--- config.mk ---
export PLATFORM = sky130hd
export DESIGN_NAME = per_peer_anti_replay_window
export DESIGN_NICKNAME = d
export VERILOG_FILES = /design/src/ppar_pkg.sv /design/src/per_peer_anti_replay_window.sv /design/src/ppar_ram.sv /design/src/ppar_front.sv /design/src/ppar_back.sv
export SDC_FILE = /design/constraint.sdc
export NUM_CORES = 2
export LEC_CHECK = 0
export BUFFER_PORTS_ARGS = -buffer_cell sky130_fd_sc_hd__buf_2
export CAP_MARGIN = 20
export CORE_UTILIZATION = 62
export DETAILED_ROUTE_END_ITERATION = 12
export HOLD_SLACK_MARGIN = 0.05
export PLACE_DENSITY_LB_ADDON = 0.05
export SLEW_MARGIN = 20
export SYNTH_ARGS = -nofsm -noshare
export SYNTH_HDL_FRONTEND = slang
export SYNTH_SLANG_ARGS = --single-unit
export TNS_END_PERCENT = 1
--- constraint.sdc ---
create_clock -name clk -period 36.4 [get_ports clk]
set_input_delay 0 -clock clk [delete_from_list [all_inputs] [get_ports clk]]
set_output_delay 0 -clock clk [all_outputs]
set_load 0.005 [all_outputs]
--- src/ppar_pkg.sv ---
`default_nettype none
package ppar_pkg;

    // Table geometry.
    localparam int PEER_SLOTS  = 16;
    localparam int WINDOW_BITS = 64;
    localparam int SLOT_W      = (PEER_SLOTS > 1) ? $clog2(PEER_SLOTS) : 1;
    localparam int GAP_W       = (WINDOW_BITS > 1) ? $clog2(WINDOW_BITS) : 1;

    // Hash constants.
    localparam logic [31:0] HASH_SEED  = 32'd5381;
    localparam int          HASH_SHIFT = 5;
    localparam int          ADDR_BYTES = 6;

    // Depth of the queues between the parts and at the result side.
    localparam int Q_DEPTH = 2;
    localparam int Q_PTR_W = 1;
    localparam int Q_CNT_W = 2;

    typedef struct packed {
        logic [47:0] sender_address;
        logic [31:0] message_number;
    } ppar_in_t;

    typedef struct packed {
        logic accepted;
        logic slot_replaced;
    } ppar_out_t;

    // Classified item handed from the front to the back.
    typedef struct packed {
        ppar_in_t          item;
        logic [SLOT_W-1:0] slot;
    } ppar_job_t;

    // One table slot as stored in the RAM.
    typedef struct packed {
        logic [47:0]            address;
        logic [31:0]            highest;
        logic [WINDOW_BITS-1:0] window;
    } ppar_entry_t;

    localparam int ENTRY_W = $bits(ppar_entry_t);

    // Status of the back part, watched at the top level.
    typedef struct packed {
        logic               in_exec;
        logic [Q_CNT_W-1:0] out_count;
    } ppar_stat_t;

    // Six-step shift, add and xor hash over the address bytes, most
    // significant byte first, reduced to a slot index.
    function automatic logic [SLOT_W-1:0] slot_of(input logic [47:0] addr);
        logic [31:0] h;
        logic [31:0] b;
        h = HASH_SEED;
        for (int k = ADDR_BYTES - 1; k >= 0; k--) begin
            b = {24'd0, addr[k*8 +: 8]};
            h = ((h << HASH_SHIFT) + h) ^ b;
        end
        return SLOT_W'(h % 32'(PEER_SLOTS));
    endfunction

endpackage
`default_nettype wire

--- src/per_peer_anti_replay_window.sv ---
// Path: an accepted item waits in the front queue; its slot is read once the
// back is idle with room in the result queue, then the slot is rewritten.
// Rate: no new item is taken until the last one's rewrite is through, set by
// the read-then-write of the slot table through its single registered read port.
// Reset: asynchronous, clears queues, sequencer and slot valid bits at once;
// table contents are not swept, an invalid slot is always taken over.
`default_nettype none
module per_peer_anti_replay_window (
    input  wire logic                clk,
    input  wire logic                rst_n,
    input  wire logic                push,
    output logic                     full,
    input  wire ppar_pkg::ppar_in_t  item,
    output logic                     empty,
    input  wire logic                pop,
    output ppar_pkg::ppar_out_t      verdict
);
    import ppar_pkg::*;

    ppar_job_t  job;
    logic       job_valid;
    logic       job_take;
    ppar_stat_t stat;

    // Accept and classify.
    ppar_front u_front (
        .clk       (clk),
        .rst_n     (rst_n),
        .push      (push),
        .full      (full),
        .item      (item),
        .job       (job),
        .job_valid (job_valid),
        .job_take  (job_take)
    );

    // Table update and result queue.
    ppar_back u_back (
        .clk       (clk),
        .rst_n     (rst_n),
        .job       (job),
        .job_valid (job_valid),
        .job_take  (job_take),
        .empty     (empty),
        .pop       (pop),
        .verdict   (verdict),
        .stat      (stat)
    );

    // A slot rewrite is always followed by a return to idle in the next cycle.
    a_exec_single: assert property (@(posedge clk) disable iff (!rst_n)
        stat.in_exec |=> !stat.in_exec)
        else $error("slot rewrite lasted more than one cycle");

    // A taken item is carried out in the next cycle.
    a_take_exec: assert property (@(posedge clk) disable iff (!rst_n)
        job_take |=> stat.in_exec)
        else $error("taken item not carried out");

    // No item is taken while a rewrite is in progress.
    a_no_take_busy: assert property (@(posedge clk) disable iff (!rst_n)
        stat.in_exec |-> !job_take)
        else $error("item taken during rewrite");

    // The result queue never overflows.
    a_out_bound: assert property (@(posedge clk) disable iff (!rst_n)
        stat.out_count <= Q_CNT_W'(Q_DEPTH))
        else $error("result queue overflow");

endmodule
`default_nettype wire

--- src/ppar_ram.sv ---
`default_nettype none
module ppar_ram #(
    parameter int WIDTH = 8,
    parameter int DEPTH = 16,
    parameter int AW    = (DEPTH > 1) ? $clog2(DEPTH) : 1
) (
    input  wire logic             clk,
    input  wire logic             wr_en,
    input  wire logic [AW-1:0]    wr_addr,
    input  wire logic [WIDTH-1:0] wr_data,
    input  wire logic             rd_en,
    input  wire logic [AW-1:0]    rd_addr,
    output logic      [WIDTH-1:0] rd_data
);

    logic [WIDTH-1:0] mem [DEPTH];

    // One write port and one registered read port.
    always_ff @(posedge clk)
    begin
        if (wr_en)
        begin
            mem[wr_addr] <= wr_data;
        end
        if (rd_en)
        begin
            rd_data <= mem[rd_addr];
        end
    end

endmodule
`default_nettype wire

--- src/ppar_front.sv ---
`default_nettype none
module ppar_front (
    input  wire logic               clk,
    input  wire logic               rst_n,
    input  wire logic               push,
    output logic                    full,
    input  wire ppar_pkg::ppar_in_t item,
    output ppar_pkg::ppar_job_t     job,
    output logic                    job_valid,
    input  wire logic               job_take
);
    import ppar_pkg::*;

    ppar_job_t          q_reg [Q_DEPTH];
    logic [Q_PTR_W-1:0] wr_ptr_reg;
    logic [Q_PTR_W-1:0] rd_ptr_reg;
    logic [Q_CNT_W-1:0] count_reg;
    logic               do_push;
    logic               do_pop;
    ppar_job_t          new_job;

    assign full      = (count_reg == Q_CNT_W'(Q_DEPTH));
    assign job_valid = (count_reg != '0);
    assign job       = q_reg[rd_ptr_reg];
    assign do_push   = push && !full;
    assign do_pop    = job_take && job_valid;

    // Classify the incoming item by its table slot.
    always_comb
    begin
        new_job.item = item;
        new_job.slot = slot_of(item.sender_address);
    end

    // Queue pointers and fill count.
    always_ff @(posedge clk or negedge rst_n)
    begin
        if (!rst_n)
        begin
            wr_ptr_reg <= '0;
            rd_ptr_reg <= '0;
            count_reg  <= '0;
        end
        else
        begin
            if (do_push)
            begin
                wr_ptr_reg <= wr_ptr_reg + Q_PTR_W'(1);
            end
            if (do_pop)
            begin
                rd_ptr_reg <= rd_ptr_reg + Q_PTR_W'(1);
            end
            if (do_push && !do_pop)
            begin
                count_reg <= count_reg + Q_CNT_W'(1);
            end
            else if (do_pop && !do_push)
            begin
                count_reg <= count_reg - Q_CNT_W'(1);
            end
        end
    end

    // Queue storage.
    always_ff @(posedge clk)
    begin
        if (do_push)
        begin
            q_reg[wr_ptr_reg] <= new_job;
        end
    end

endmodule
`default_nettype wire

--- src/ppar_back.sv ---
`default_nettype none
module ppar_back (
    input  wire logic                clk,
    input  wire logic                rst_n,
    input  wire ppar_pkg::ppar_job_t job,
    input  wire logic                job_valid,
    output logic                     job_take,
    output logic                     empty,
    input  wire logic                pop,
    output ppar_pkg::ppar_out_t      verdict,
    output ppar_pkg::ppar_stat_t     stat
);
    import ppar_pkg::*;

    typedef enum logic {
        ST_IDLE,
        ST_EXEC
    } state_t;

    state_t             state_reg;
    ppar_job_t          cur_reg;
    logic [PEER_SLOTS-1:0] valid_reg;

    ppar_entry_t        rd_entry;
    ppar_entry_t        wr_entry;
    logic [ENTRY_W-1:0] rd_data;
    logic               wr_en;
    ppar_out_t          res;

    logic [31:0]        gap_up;
    logic [31:0]        gap_down;
    logic [GAP_W-1:0]   down_idx;
    logic               hit;

    ppar_out_t          oq_reg [Q_DEPTH];
    logic [Q_PTR_W-1:0] owr_ptr_reg;
    logic [Q_PTR_W-1:0] ord_ptr_reg;
    logic [Q_CNT_W-1:0] ocount_reg;
    logic               out_pop;

    // Slot table.
    ppar_ram #(
        .WIDTH (ENTRY_W),
        .DEPTH (PEER_SLOTS)
    ) u_table (
        .clk     (clk),
        .wr_en   (wr_en),
        .wr_addr (cur_reg.slot),
        .wr_data (wr_entry),
        .rd_en   (job_take),
        .rd_addr (job.slot),
        .rd_data (rd_data)
    );

    assign rd_entry = rd_data;
    assign job_take = (state_reg == ST_IDLE) && job_valid
                      && (ocount_reg != Q_CNT_W'(Q_DEPTH));
    assign wr_en    = (state_reg == ST_EXEC);

    // Window update for the item whose slot has just been read.
    always_comb
    begin
        hit      = valid_reg[cur_reg.slot]
                   && (rd_entry.address == cur_reg.item.sender_address);
        gap_up   = cur_reg.item.message_number - rd_entry.highest;
        gap_down = rd_entry.highest - cur_reg.item.message_number;
        down_idx = gap_down[GAP_W-1:0];
        wr_entry = rd_entry;
        res.accepted      = 1'b0;
        res.slot_replaced = 1'b0;
        if (!hit)
        begin
            // Empty slot or another sender: take the slot over.
            wr_entry.address  = cur_reg.item.sender_address;
            wr_entry.highest  = cur_reg.item.message_number;
            wr_entry.window   = WINDOW_BITS'(1);
            res.accepted      = 1'b1;
            res.slot_replaced = 1'b1;
        end
        else if (cur_reg.item.message_number > rd_entry.highest)
        begin
            // Newer number: slide the window or restart it.
            if (gap_up < 32'(WINDOW_BITS))
            begin
                wr_entry.window = (rd_entry.window << gap_up) | WINDOW_BITS'(1);
            end
            else
            begin
                wr_entry.window = WINDOW_BITS'(1);
            end
            wr_entry.highest = cur_reg.item.message_number;
            res.accepted     = 1'b1;
        end
        else if ((gap_down < 32'(WINDOW_BITS)) && !rd_entry.window[down_idx])
        begin
            // Older number inside the window and not seen yet.
            wr_entry.window[down_idx] = 1'b1;
            res.accepted              = 1'b1;
        end
    end

    // Sequencer and slot valid bits.
    always_ff @(posedge clk or negedge rst_n)
    begin
        if (!rst_n)
        begin
            state_reg <= ST_IDLE;
            valid_reg <= '0;
        end
        else
        begin
            unique case (state_reg)
                ST_IDLE:
                begin
                    if (job_take)
                    begin
                        state_reg <= ST_EXEC;
                    end
                end
                ST_EXEC:
                begin
                    valid_reg[cur_reg.slot] <= 1'b1;
                    state_reg               <= ST_IDLE;
                end
                default:
                begin
                    state_reg <= ST_IDLE;
                end
            endcase
        end
    end

    // Item held while its slot is read and rewritten.
    always_ff @(posedge clk)
    begin
        if (job_take)
        begin
            cur_reg <= job;
        end
    end

    // Result queue control.
    assign empty   = (ocount_reg == '0);
    assign verdict = oq_reg[ord_ptr_reg];
    assign out_pop = pop && !empty;

    always_ff @(posedge clk or negedge rst_n)
    begin
        if (!rst_n)
        begin
            owr_ptr_reg <= '0;
            ord_ptr_reg <= '0;
            ocount_reg  <= '0;
        end
        else
        begin
            if (wr_en)
            begin
                owr_ptr_reg <= owr_ptr_reg + Q_PTR_W'(1);
            end
            if (out_pop)
            begin
                ord_ptr_reg <= ord_ptr_reg + Q_PTR_W'(1);
            end
            if (wr_en && !out_pop)
            begin
                ocount_reg <= ocount_reg + Q_CNT_W'(1);
            end
            else if (out_pop && !wr_en)
            begin
                ocount_reg <= ocount_reg - Q_CNT_W'(1);
            end
        end
    end

    // Result queue storage.
    always_ff @(posedge clk)
    begin
        if (wr_en)
        begin
            oq_reg[owr_ptr_reg] <= res;
        end
    end

    assign stat.in_exec   = (state_reg == ST_EXEC);
    assign stat.out_count = ocount_reg;

endmodule
`default_nettype wire
==> results.md <==
* Largest register FFs at 2304
* Hold crit path type: input port to register
* Clk sinks at 2729
* DRT Wirelength at 323200 microns
* Clock transition at path regs at 0.06 ns
* Hold Slack at 0.1399 ns
* CTS Buffer Depth at 4
* Register area share after synthesis at 71.09%
* Data required, critical path at 37.06 ns
* Syn_area_per_cell at 12.62 sq um
* Mapped cell area at 0.1151 sq mm
* Total Routing Usage GR at 34.33%
* Ports at 88
* Hold Fails Final Rpt at 0
* CP arrival at 7.47 ns
* Area growth, synth to finish at 11.44%
* CP startpoint: u_back.u_table.rd_data[69]$_DFFE_PP_
* Critical path peak fanout at 34
* Fin crit period at 6.811 ns
* Crit path kind: register to register
* Ys async rst share at 0.9161%
* Chip Height at 432.9 microns
* Max Slew Vio Count at 0
* R2r startpoint: u_back.u_table.rd_data[69]$_DFFE_PP_
* Worst Tran Pin Value at 1.201 ns
* Post-synth top flop: edfxtp_1
* Post-CTS Hold Buffers at 168
* Die width at 432.9 microns
* Synth top area cells: edfxtp_1 (71%), nand2_1 (8.3%), nand3_1 (5.2%)
* Most frequent cells in the layout: edfxtp_1 (2704), nand2_1 (2530), nand3_1 (1186)
* TritonCTS clock tree: built
* Drt drc at 0
* Setup-failing EPs final at 0
* Cell taking the most area after synthesis: edfxtp_1
* Number of synthesized flops with an enable pin at 2704
* Top-area cell type share of the netlist area at 70.54%
* Core Region at 0.1837 sq mm
* Result of the run: completed
* RD Place Congestion at 1.026
* PostCTS Resize Cnt at 0
* Share of layout cells above drive strength 1 at 9.564%
* Seq cells post-synth at 2729
* Hold_sp: item[67]
* Synth warnings at 0
* CTS Buf Count at 287
* Yosys cell types at 89
* Mapped Cells at 9123
* Critical path endpoint: u_back.u_table.mem[12][37]$_DFFE_PP_
* Postcts setup bufs at 0
* First DRT Iteration DRCs at 9838
* # nets final at 9333
* RSZ-0062 raised after global routing: no
* Routed vias at 76960
* Clk Latency, worst-skew pair at 0.95 ns
* RR Endpoint: u_back.u_table.mem[12][37]$_DFFE_PP_
* CP Launch Type: register
* Total power divided by cell area at 103.4 mW/mm^2
* Fin crit share at 18.71%
* Initial Util at 62.67%
* Worst clock skew at 0.06331 ns
* Final ANT Viol Nets at 0
* Root Driver: clkbuf_16
* Max Freq at 146.8 MHz
* Num rows at 157
* WL/cell at 27.29 microns
* Max_cap viols at 0
* Setup TNS Final at 0 ns
* Pleak at 44.72 nW
* R2r setup slk at 29.59 ns
* First-pass GRT wire length at 475000 microns
* FILL cells at 12530
* IO buf count at 87
* CP Capture Type: register
* H-tree depth at 5
* R2R cell count at 14
* 1st-pass router iterations at 6
* Relative slew slack at 19.40%
* Initial antenna violation count at 8
* Mapped Nets at 9274
* Commonest non-fill, non-tap cell in the layout: edfxtp_1
* Total Die Area at 0.1874 sq mm
* Drt via density at 6.498
* Vias in the first global route at 73340
* DP HPWL at 172600 microns
* Worst vdd ir at 0.1941 mV
* Largest net degree at the start of global routing at 181
* Remaining Overflow, GRT at 0
[critical path, stage by stage (launching register included)]
cell and delay (ns):
edfxtp_1 0.47, inv_1 0.07, ha_1 0.74, nand4_1 0.28
a21oi_1 0.39, nor3b_1 0.10, nor4bb_1 0.33, nor4bb_1 0.79
o2111ai_1 0.53, a2111oi_2 0.50, nand3_2 0.09, buf_4 0.32
nor3_4 0.77, buf_4 0.51, a311o_1 0.62
[stage by stage]
stage	setup slack (ns)	instance area (sq um)	utilization [%]	std cells	power, mW
2_1_floorplan	24.53	115100	-	9123	8.420
3_3_place_gp	29.99	118000	64.24	11190	10.36
3_5_place_dp	29.95	118000	64.25	11190	10.39
4_1_cts	29.92	128200	69.83	11840	13.11
5_1_grt	29.49	128300	69.83	11840	13.77
6_report	29.59	128300	69.83	11840	13.27
[layout make-up]
cell class / count / area, sq um / area share (%)
clock buffers: 363 / 7677 / 5.985
diodes: 1 / 2.502 / 0.001951
well taps: 2464 / 3083 / 2.404
clock inverters: 123 / 868.3 / 0.6770
repair buffers: 437 / 3714 / 2.895
inverters: 90 / 360.3 / 0.2809
flip-flops and latches: 2729 / 81830 / 63.79
multi-input cells: 5637 / 30730 / 23.96
[power by group]
group	switching (mW)	internal [mW]
Combinational	4.19	1.75
Sequential	0.368	4.24
Clock	1.15	1.57
[kinds of logic after synthesis]
logic type,count (synthesis),synth area share [%]
simple gates,4234,15.90
flops,2729,71.09
compound gates,974,6.117
buf+inv,757,2.502
mux,243,2.744
xor+xnor,119,0.9120
fa+ha+maj,67,0.7414
[synthesized netlist by cell type (all sizes together), types with 54 or more instances]
| master | count |
|---|---|
| buf | 54 |
| edfxtp | 2704 |
| and3 | 155 |
| a31oi | 155 |
| ha | 65 |
| nand2 | 2530 |
| clkbuf | 613 |
| inv | 89 |
| o21ai | 154 |
| nand3 | 1187 |
| nor2 | 173 |
| mux2i | 74 |
| xnor2 | 90 |
| a21oi | 140 |
| mux2 | 124 |
| a311oi | 293 |
[per-layer routing]
metal	GRT usage, %	vias to the layer above	share of wire [%]
li1	-	33740	-
met1	47.42	38200	39
met2	55.39	4210	48
met3	5.219	808	9.0
met4	13.25	8	4.0
met5	0	-	0.034
[worst min-delay path by stage]
stage / cells past startpoint / endpoint
floorplan: 0 / u_back.ocount_reg[0]$_DFFE_PN0P_
global placement: 1 / u_front.rd_ptr_reg$_DFFE_PN0P_
detailed placement: 1 / u_front.rd_ptr_reg$_DFFE_PN0P_
CTS: 4 / u_front.q_reg[1][3]$_DFFE_PP_
global route: 4 / u_front.q_reg[1][3]$_DFFE_PP_
finish: 4 / u_front.q_reg[0][3]$_DFFE_PP_
No activity file was read; power rests on OpenSTA's default activity.
